File: src/rtl/rpa_pkg.sv
`timescale 1ns / 1ps

package rpa_pkg;

  // Field widths
  localparam int ADDR_W    = 32;
  localparam int PAGE_W    = 11;
  localparam int OWNER_W   = 16;
  localparam int PSL_W     = 5;
  localparam int STATUS_W  = 2;
  localparam int CFG_IDX_W = 2;

  // Operation and kind codes
  localparam logic OP_ALLOC   = 1'b0;
  localparam logic OP_FREE    = 1'b1;
  localparam logic KIND_HEAP  = 1'b0;
  localparam logic KIND_STACK = 1'b1;

  // Result status codes
  localparam logic [STATUS_W-1:0] STATUS_OK     = 2'd0;
  localparam logic [STATUS_W-1:0] STATUS_NULL   = 2'd1;
  localparam logic [STATUS_W-1:0] STATUS_FULL   = 2'd2;
  localparam logic [STATUS_W-1:0] STATUS_ABSENT = 2'd3;

  // Configuration register indexes
  localparam logic [CFG_IDX_W-1:0] CFG_HEAP_TOP   = 2'd0;
  localparam logic [CFG_IDX_W-1:0] CFG_STACK_ADDR = 2'd1;
  localparam logic [CFG_IDX_W-1:0] CFG_PAGE_SHIFT = 2'd2;

  localparam logic [PSL_W-1:0] PSL_RESET = 5'd12;

  // One run table entry
  typedef struct packed {
    logic               kind;
    logic               freed;
    logic [ADDR_W-1:0]  address;
    logic [PAGE_W-1:0]  pages;
    logic [OWNER_W-1:0] owner;
  } entry_t;

  // Controller to datapath
  typedef struct packed {
    logic start;   // latch request, clear walk state
    logic walk;    // step the table walk
    logic shift;   // scale page offset to bytes
    logic calc;    // form run address
    logic commit;  // update table and counters, load result
  } rpa_cmd_t;

  // Datapath to controller
  typedef struct packed {
    logic skip;       // request answered without a walk
    logic is_free;    // request is a free
    logic walk_done;  // walk found a hit or ran past the last entry
  } rpa_stat_t;

endpackage

File: src/rtl/rpa_ctrl.sv
`timescale 1ns / 1ps

module rpa_ctrl
  import rpa_pkg::*;
(
  input  logic      clk,
  input  logic      rst_n,
  input  logic      in_valid,
  output logic      in_stall,
  output logic      out_valid,
  input  logic      out_stall,
  input  rpa_stat_t st,
  output rpa_cmd_t  cmd
);

  typedef enum logic [2:0] {
    ST_IDLE,
    ST_WALK,
    ST_SHIFT,
    ST_ADDR,
    ST_COMMIT
  } state_t;

  state_t state_r, state_nxt;
  logic   in_stall_r, in_stall_nxt;
  logic   out_valid_r, out_valid_nxt;
  logic   out_free;

  assign out_free = !out_valid_r || !out_stall;

  // Sequence one request at a time
  always_comb begin
    state_nxt = state_r;
    cmd       = '0;
    case (state_r)
      ST_IDLE: begin
        if (in_valid && !in_stall_r) begin
          cmd.start = 1'b1;
          state_nxt = ST_WALK;
        end
      end
      ST_WALK: begin
        if (st.skip) begin
          state_nxt = ST_COMMIT;
        end else begin
          cmd.walk = 1'b1;
          if (st.walk_done) begin
            state_nxt = st.is_free ? ST_COMMIT : ST_SHIFT;
          end
        end
      end
      ST_SHIFT: begin
        cmd.shift = 1'b1;
        state_nxt = ST_ADDR;
      end
      ST_ADDR: begin
        cmd.calc  = 1'b1;
        state_nxt = ST_COMMIT;
      end
      ST_COMMIT: begin
        if (out_free) begin
          cmd.commit = 1'b1;
          state_nxt  = ST_IDLE;
        end
      end
      default: begin
        state_nxt = ST_IDLE;
      end
    endcase
  end

  // Hold the result until the receiver takes it
  assign out_valid_nxt = cmd.commit ? 1'b1 : (out_valid_r && out_stall);
  assign in_stall_nxt  = (state_nxt != ST_IDLE);

  always_ff @(posedge clk) begin
    if (!rst_n) begin
      state_r     <= ST_IDLE;
      in_stall_r  <= 1'b0;
      out_valid_r <= 1'b0;
    end else begin
      state_r     <= state_nxt;
      in_stall_r  <= in_stall_nxt;
      out_valid_r <= out_valid_nxt;
    end
  end

  assign in_stall  = in_stall_r;
  assign out_valid = out_valid_r;

endmodule

File: src/rtl/rpa_datapath.sv
`timescale 1ns / 1ps

module rpa_datapath
  import rpa_pkg::*;
#(
  parameter int TABLE_ENTRIES = 64,
  parameter int MAX_PAGES     = 1024
) (
  input  logic                 clk,
  input  logic                 rst_n,
  input  rpa_cmd_t             cmd,
  output rpa_stat_t            st,
  input  logic                 in_operation,
  input  logic                 in_run_kind,
  input  logic [PAGE_W-1:0]    in_page_count,
  input  logic [ADDR_W-1:0]    in_run_address,
  input  logic [OWNER_W-1:0]   in_owner_id,
  input  logic                 cfg_we,
  input  logic [CFG_IDX_W-1:0] cfg_index,
  input  logic [ADDR_W-1:0]    cfg_wdata,
  output logic [ADDR_W-1:0]    out_result_address,
  output logic [STATUS_W-1:0]  out_status
);

  localparam int IDX_W   = $clog2(TABLE_ENTRIES);
  localparam int USED_W  = $clog2(TABLE_ENTRIES + 1);
  localparam int PG_W    = $clog2(MAX_PAGES + 1);
  localparam int BELOW_W = $clog2(MAX_PAGES + (1 << PAGE_W));

  // Run table
  entry_t mem [TABLE_ENTRIES];

  // Configuration registers
  logic [ADDR_W-1:0] heap_top_r;
  logic [ADDR_W-1:0] stack_addr_r;
  logic [PSL_W-1:0]  page_shift_r;

  // Request
  logic               req_op_r;
  logic               req_kind_r;
  logic [PAGE_W-1:0]  req_count_r;
  logic [ADDR_W-1:0]  req_addr_r;
  logic [OWNER_W-1:0] req_owner_r;

  // Walk state
  logic [USED_W-1:0]  rd_idx_r;
  logic               chk_valid_r;
  logic [IDX_W-1:0]   chk_idx_r;
  logic               hit_r;
  logic [IDX_W-1:0]   slot_r;
  entry_t             rd_q_r;
  logic [BELOW_W-1:0] below_r;

  // Address and counters
  logic [ADDR_W-1:0]  bytes_r;
  logic [ADDR_W-1:0]  addr_r;
  logic [USED_W-1:0]  entries_used_r;
  logic [PG_W-1:0]    pages_used_r;

  // Result
  logic [ADDR_W-1:0]   out_addr_r;
  logic [STATUS_W-1:0] out_status_r;

  logic               skip;
  logic               match;
  logic               chk_hit;
  logic               chk_add;
  logic               issue;
  logic [BELOW_W-1:0] sum_pages;
  logic [BELOW_W-1:0] pages_total;
  logic               full;
  logic               append;
  logic               mem_we;
  logic [IDX_W-1:0]   wr_idx;
  entry_t             wr_data;
  logic [ADDR_W-1:0]  res_addr_nxt;
  logic [STATUS_W-1:0] res_status_nxt;

  // Decode request and walk step
  always_comb begin
    if (req_op_r == OP_FREE) begin
      skip  = (req_addr_r == '0) || (req_count_r == '0);
      match = (rd_q_r.address == req_addr_r) && (rd_q_r.pages == req_count_r);
    end else begin
      skip  = (req_count_r == '0);
      match = rd_q_r.freed && (rd_q_r.kind == req_kind_r) && (rd_q_r.pages == req_count_r);
    end
    chk_hit = cmd.walk && chk_valid_r && !hit_r && match;
    chk_add = cmd.walk && chk_valid_r && !hit_r && !match && (rd_q_r.kind == req_kind_r);
    issue   = cmd.walk && !hit_r && !chk_hit && (rd_idx_r != entries_used_r);
  end

  assign st.skip      = skip;
  assign st.is_free   = (req_op_r == OP_FREE);
  assign st.walk_done = hit_r || ((rd_idx_r == entries_used_r) && !chk_valid_r);

  // Room check and commit decision
  assign sum_pages   = below_r + BELOW_W'(req_count_r);
  assign pages_total = BELOW_W'(pages_used_r) + BELOW_W'(req_count_r);
  assign full        = (entries_used_r == USED_W'(TABLE_ENTRIES)) ||
                       (pages_total > BELOW_W'(MAX_PAGES));

  always_comb begin
    mem_we         = 1'b0;
    append         = 1'b0;
    wr_idx         = slot_r;
    wr_data        = rd_q_r;
    res_addr_nxt   = '0;
    res_status_nxt = STATUS_OK;
    if (req_op_r == OP_FREE) begin
      wr_data.freed = 1'b1;
      if (!skip && hit_r) begin
        mem_we = 1'b1;
      end else begin
        res_status_nxt = STATUS_ABSENT;
      end
    end else begin
      wr_data.kind    = req_kind_r;
      wr_data.freed   = 1'b0;
      wr_data.address = addr_r;
      wr_data.pages   = req_count_r;
      wr_data.owner   = req_owner_r;
      if (skip) begin
        res_status_nxt = STATUS_NULL;
      end else if (hit_r) begin
        mem_we       = 1'b1;
        res_addr_nxt = addr_r;
      end else if (full) begin
        res_status_nxt = STATUS_FULL;
      end else begin
        mem_we       = 1'b1;
        append       = 1'b1;
        wr_idx       = entries_used_r[IDX_W-1:0];
        res_addr_nxt = addr_r;
      end
    end
  end

  // Control registers
  always_ff @(posedge clk) begin
    if (!rst_n) begin
      heap_top_r     <= '0;
      stack_addr_r   <= '0;
      page_shift_r   <= PSL_RESET;
      rd_idx_r       <= '0;
      chk_valid_r    <= 1'b0;
      hit_r          <= 1'b0;
      entries_used_r <= '0;
      pages_used_r   <= '0;
    end else begin
      if (cfg_we) begin
        case (cfg_index)
          CFG_HEAP_TOP:   heap_top_r   <= cfg_wdata;
          CFG_STACK_ADDR: stack_addr_r <= cfg_wdata;
          CFG_PAGE_SHIFT: page_shift_r <= cfg_wdata[PSL_W-1:0];
          default: ;
        endcase
      end
      if (cmd.start) begin
        rd_idx_r    <= '0;
        chk_valid_r <= 1'b0;
        hit_r       <= 1'b0;
      end else if (cmd.walk) begin
        if (issue) begin
          rd_idx_r <= rd_idx_r + USED_W'(1);
        end
        chk_valid_r <= issue;
        if (chk_hit) begin
          hit_r <= 1'b1;
        end
      end
      if (cmd.commit && append) begin
        entries_used_r <= entries_used_r + USED_W'(1);
        pages_used_r   <= pages_total[PG_W-1:0];
      end
    end
  end

  // Payload registers
  always_ff @(posedge clk) begin
    if (cmd.start) begin
      req_op_r    <= in_operation;
      req_kind_r  <= in_run_kind;
      req_count_r <= in_page_count;
      req_addr_r  <= in_run_address;
      req_owner_r <= in_owner_id;
      below_r     <= '0;
    end else if (chk_add) begin
      below_r <= below_r + BELOW_W'(rd_q_r.pages);
    end
    if (issue) begin
      chk_idx_r <= rd_idx_r[IDX_W-1:0];
    end
    if (chk_hit) begin
      slot_r <= chk_idx_r;
    end
    if (cmd.shift) begin
      bytes_r <= ADDR_W'(sum_pages) << page_shift_r;
    end
    if (cmd.calc) begin
      addr_r <= (req_kind_r == KIND_STACK) ? stack_addr_r : (heap_top_r - bytes_r);
    end
    if (cmd.commit) begin
      out_addr_r   <= res_addr_nxt;
      out_status_r <= res_status_nxt;
    end
  end

  // Table memory: one write port, one registered read port
  always_ff @(posedge clk) begin
    if (cmd.commit && mem_we) begin
      mem[wr_idx] <= wr_data;
    end
    if (issue) begin
      rd_q_r <= mem[rd_idx_r[IDX_W-1:0]];
    end
  end

  assign out_result_address = out_addr_r;
  assign out_status         = out_status_r;

endmodule

File: src/rtl/run_page_allocator_core.sv
// Run page allocator: a table of allocation runs with a running page total.
// Input channel (in_valid / in_stall) carries one request: allocate or free a
// run, with kind, page count, address and owner. Result channel (out_valid /
// out_stall) returns one transfer per request: result address and status.
// Configuration writes (cfg_we, cfg_index, cfg_wdata) set heap top, stack
// address and page shift; write them only while no request is in flight.
// Each request walks the used part of the run table, one entry per cycle
// through the table memory's single registered read port. An allocate then
// passes the shift, address and commit states; a free goes from the walk
// straight to commit. An allocate that reuses a freed run, or a free that
// matches, stops the walk early; a request answered without a walk (zero
// pages, or a free of address 0) goes straight to commit. One request is in
// flight at a time: a new one is taken only after the last has committed.
// The finished result sits in an output register; when the receiver stalls
// it holds there and the next request may still be taken and walked, but it
// cannot finish until the held result is transferred.
// Reset (rst_n low, synchronous) empties the table and page total and loads
// the default configuration: heap top 0, stack address 0, page shift 12.
`timescale 1ns / 1ps

module run_page_allocator_core
  import rpa_pkg::*;
#(
  parameter int TABLE_ENTRIES = 64,
  parameter int MAX_PAGES     = 1024
) (
  input  logic                 clk,
  input  logic                 rst_n,
  input  logic                 in_valid,
  output logic                 in_stall,
  input  logic                 in_operation,
  input  logic                 in_run_kind,
  input  logic [PAGE_W-1:0]    in_page_count,
  input  logic [ADDR_W-1:0]    in_run_address,
  input  logic [OWNER_W-1:0]   in_owner_id,
  output logic                 out_valid,
  input  logic                 out_stall,
  output logic [ADDR_W-1:0]    out_result_address,
  output logic [STATUS_W-1:0]  out_status,
  input  logic                 cfg_we,
  input  logic [CFG_IDX_W-1:0] cfg_index,
  input  logic [ADDR_W-1:0]    cfg_wdata
);

  rpa_cmd_t  cmd;
  rpa_stat_t st;

  rpa_ctrl u_ctrl (
    .clk       (clk),
    .rst_n     (rst_n),
    .in_valid  (in_valid),
    .in_stall  (in_stall),
    .out_valid (out_valid),
    .out_stall (out_stall),
    .st        (st),
    .cmd       (cmd)
  );

  rpa_datapath #(
    .TABLE_ENTRIES (TABLE_ENTRIES),
    .MAX_PAGES     (MAX_PAGES)
  ) u_dp (
    .clk                (clk),
    .rst_n              (rst_n),
    .cmd                (cmd),
    .st                 (st),
    .in_operation       (in_operation),
    .in_run_kind        (in_run_kind),
    .in_page_count      (in_page_count),
    .in_run_address     (in_run_address),
    .in_owner_id        (in_owner_id),
    .cfg_we             (cfg_we),
    .cfg_index          (cfg_index),
    .cfg_wdata          (cfg_wdata),
    .out_result_address (out_result_address),
    .out_status         (out_status)
  );

endmodule

File: config.mk
export PLATFORM = sky130hd
export DESIGN_NAME = run_page_allocator_core
export DESIGN_NICKNAME = d
export VERILOG_FILES = /design/src/rtl/rpa_pkg.sv /design/src/rtl/rpa_ctrl.sv /design/src/rtl/rpa_datapath.sv /design/src/rtl/run_page_allocator_core.sv
export SDC_FILE = /design/constraint.sdc
export NUM_CORES = 2
export LEC_CHECK = 0
export BUFFER_PORTS_ARGS = -buffer_cell sky130_fd_sc_hd__buf_2
export CAP_MARGIN = 20
export CORE_MARGIN = 2
export CORE_UTILIZATION = 57
export DETAILED_ROUTE_END_ITERATION = 10
export GPL_ROUTABILITY_DRIVEN = 0
export PLACE_DENSITY = 0.88
export RECOVER_POWER = 50
export SKIP_CTS_REPAIR_TIMING = 1
export SLEW_MARGIN = 20
export SYNTH_ARGS = -nofsm -noshare
export SYNTH_HDL_FRONTEND = slang
export SYNTH_HIERARCHICAL = 1
export SYNTH_SLANG_ARGS = --single-unit
export TNS_END_PERCENT = 50
File: constraint.sdc
create_clock -name clk -period 5.85 [get_ports clk]
set_input_delay 0.2925 -clock clk [delete_from_list [all_inputs] [get_ports clk]]
set_output_delay 0.2925 -clock clk [all_outputs]
set_load 0.01 [all_outputs]
==> reports/results.txt <==
worst setup slack after placement = 0.0830 ns
hold path endpoint = u_dp/heap_top_r[9]
most common cell in the netlist = edfxtp_1
commonest register cell after synthesis = edfxtp_1
number of synthesized flops with an enable pin = 3080
cells on worst reg2reg path = 4
Hold Fails Final Rpt = 0
non-filler cells, final = 9471
asr flop ratio synth = 0%
detailed-route wire length = 392000 um
pin count of the biggest net entering global routing = 101
Max VDD drop = 0.338 mV
Clock Tree Buf Depth = 4
hold path cells = 5
Mean Syn Cell Area = 21.6 um2
Slew Limit Fails = 1348
Tot Pwr = 46.5 mW
Hold Crit Start = cfg_index[0]
routed vias/inst = 7.37
share of the synthesized area in the top cell type = 73.4%
GRT Resource Usage Total = 34.6%
setup slack after layout = 0.0626 ns
Detail Placement HPWL = 210000 um
synthesized area = 126000 um2
nets = 6438
Synth Instances = 5828
Die X = 474 um
R2R setup slack = 0.06 ns
initial cell density of the core = 57.3%
max-cap violation count = 24
DR vias = 69812
Core ar. = 220000 um2
final setup vio count = 0
CP arrival = 6.37 ns
HP Class = in -> reg
CP Class = reg -> reg
slew margin rel. = -188%
die height = 474 um
Ports = 136
Buffers on Ports = 119
clock sink total = 3193
FP Rows = 172
reg-to-reg endpoint = u_dp/mem[31][37]
fmax = 173 MHz
Placed Instance Area = 132000 um2
leakage power = 43.3 nW
clk_skew = 0.113 ns
Syn-to-layout area delta = 13.1%
ANT nets after route = 0
Iteration-0 DRC Markers = 14567
initial antenna violation count = 59
CTS tree = yes
share of post-route cells with drive strength above 1 = 27.4%
syn nets = 5999
worst slew pin tran = 4.31 ns
Post-route DRC = 0
Reg-to-Reg Start = u_dp/req_op_r
Req. time, crit path = 6.43 ns
sequential share of the synthesized area = 75.2%
status = finished, violations left
first-pass detailed-route iteration total = 8
CTS clk-pin slew, worst paths = 0.07 ns
Pwr per Cell Area = 326 nW/um2
Final period util = 98.9%
grt total ovfl = 0
synth cell count leaders = edfxtp_1 (3080), mux4_2 (947), nand2_1 (251), clkbuf_1 (219), nor2_1 (172)
Max FO, Critical Path = 95
CTS buffer count = 310
wire length per cell after detailed routing = 41.4 um
Yosys cell types = 82
#FFs+latches synth = 3193
CTS H-tree lvls = 5
Crit. End Element = flip-flop
Placed Cells = 8816
RSZ-0062 raised after global routing = true
area leader, netlist = edfxtp_1
Root Buffer = clkbuf_16
Ys Warns = 6
Critical Path Start Type = flip-flop
vias in the first global route = 67875
WHS = 0.0218 ns
ranking of synthesized cells by area = edfxtp_1 (73%), mux4_2 (17%), dfxtp_1 (1.8%)
failing checks = capacitance limit, slew limit
min Tclk post-route = 5.79 ns
first-pass GRT wire length = 539000 um
post-route cell area = 142000 um2
Die ar. = 225000 um2
Clock Latency Late Sink = 0.99 ns
Fillers = 12756
worst max-delay path: stages, from the launching register on:
cell and delay, ns:
edfxtp_1 0.50, buf_4 0.23, dlygate4sd2_1 3.18, mux2_2 0.64, clkbuf_4 0.76
layout make-up:
class                   count  area, um2  area share, %
diodes                     16       40.0         0.0281
clock buffers             368       8180           5.74
clock inverters           174       1300          0.912
inverters                  79        297          0.208
multi-input cells        2264      30400           21.3
flip-flops and latches   3193      94800           66.5
well taps                2958       3700           2.60
repair buffers            419       3760           2.64
worst max path at each step:
| stage | cells after the start | to | startpoint |
|---|---|---|---|
| floorplan | 8 | u_dp/mem[32][16] | u_ctrl/state_r[1] |
| global placement | 14 | u_dp/mem[36][25] | u_dp/req_count_r[0] |
| detailed placement | 14 | u_dp/mem[36][20] | u_dp/req_count_r[0] |
| CTS | 14 | u_dp/mem[36][25] | u_dp/req_count_r[0] |
| global route | 16 | u_dp/mem[45][47] | u_dp/req_count_r[0] |
| finish | 4 | u_dp/mem[31][37] | u_dp/req_op_r |
layout by cell type (no fill, tap or decap), drive strengths merged, types with 15 or more instances in the layout:
| cell | Yosys | routed |
|---|---|---|
| mux2 | 44 | 44 |
| xnor2 | 26 | 26 |
| bufinv | 0 | 17 |
| nand2b | 25 | 25 |
| diode | 0 | 16 |
| nor4 | 28 | 28 |
| mux2i | 41 | 41 |
| clkbuf | 219 | 472 |
| a211oi | 23 | 23 |
| ha | 67 | 67 |
| and2 | 41 | 41 |
| inv | 78 | 87 |
| o21a | 18 | 18 |
| clkinvlp | 0 | 17 |
| xor2 | 56 | 56 |
| o21ai | 69 | 69 |
| nor3 | 44 | 44 |
| edfxtp | 3080 | 3080 |
| dlygate4sd3 | 0 | 80 |
| buf | 76 | 234 |
| clkinv | 1 | 132 |
| a21o | 26 | 26 |
| a21oi | 133 | 133 |
| dfxtp | 113 | 113 |
| nand3 | 33 | 33 |
| mux4 | 947 | 947 |
| nand2 | 251 | 251 |
| o31ai | 15 | 15 |
| nor2 | 172 | 175 |
state kept, by name (all words and copies together), names as in the netlist, 7 cells and up:
register / flops
u_dp/mem: 2880
u_dp/rd_q_r: 45
u_dp/addr_r: 32
u_dp/bytes_r: 32
u_dp/heap_top_r: 32
u_dp/out_result_address: 32
u_dp/req_addr_r: 32
u_dp/stack_addr_r: 32
u_dp/below_r: 12
u_dp/pages_used_r: 11
u_dp/req_count_r: 11
u_dp/entries_used_r: 7
u_dp/rd_idx_r: 7
per-layer routing:
layer / part of all wire, % / wire (um) / track usage (%)
met5: 0.085 / 334 / 0
met4: 6.8 / 26500 / 17.1
met3: 15 / 58600 / 9.17
met2: 48 / 189000 / 55.9
met1: 30 / 118000 / 43.9
cells by family after synthesis:
kind of cell	count (synthesis)	synth area share (%)
DFF	3193	75.2
muxes	1032	17.7
and+or+nand+nor	676	2.51
AOI/OAI and AO/OA	400	2.14
buffers and inverters	374	1.14
xor gates and xnor gates	82	0.570
adders and majority gates	71	0.729
power by group:
| part | switching [mW] | internal (mW) | total [mW] |
|---|---|---|---|
| clock | 8.94 | 10.7 | 19.7 |
| combinational | 1.06 | 0.315 | 1.38 |
| sequential | 0.0925 | 25.3 | 25.4 |
through the flow:
step / TNS [ns] / util, %
2_1_floorplan: 0 / -
3_3_place_gp: 0 / 60.1
3_5_place_dp: 0 / 60.1
4_1_cts: -0.160 / 64.4
5_1_grt: -0.0531 / 64.8
6_report: 0 / 64.8
(Power assumes the default switching activity.)
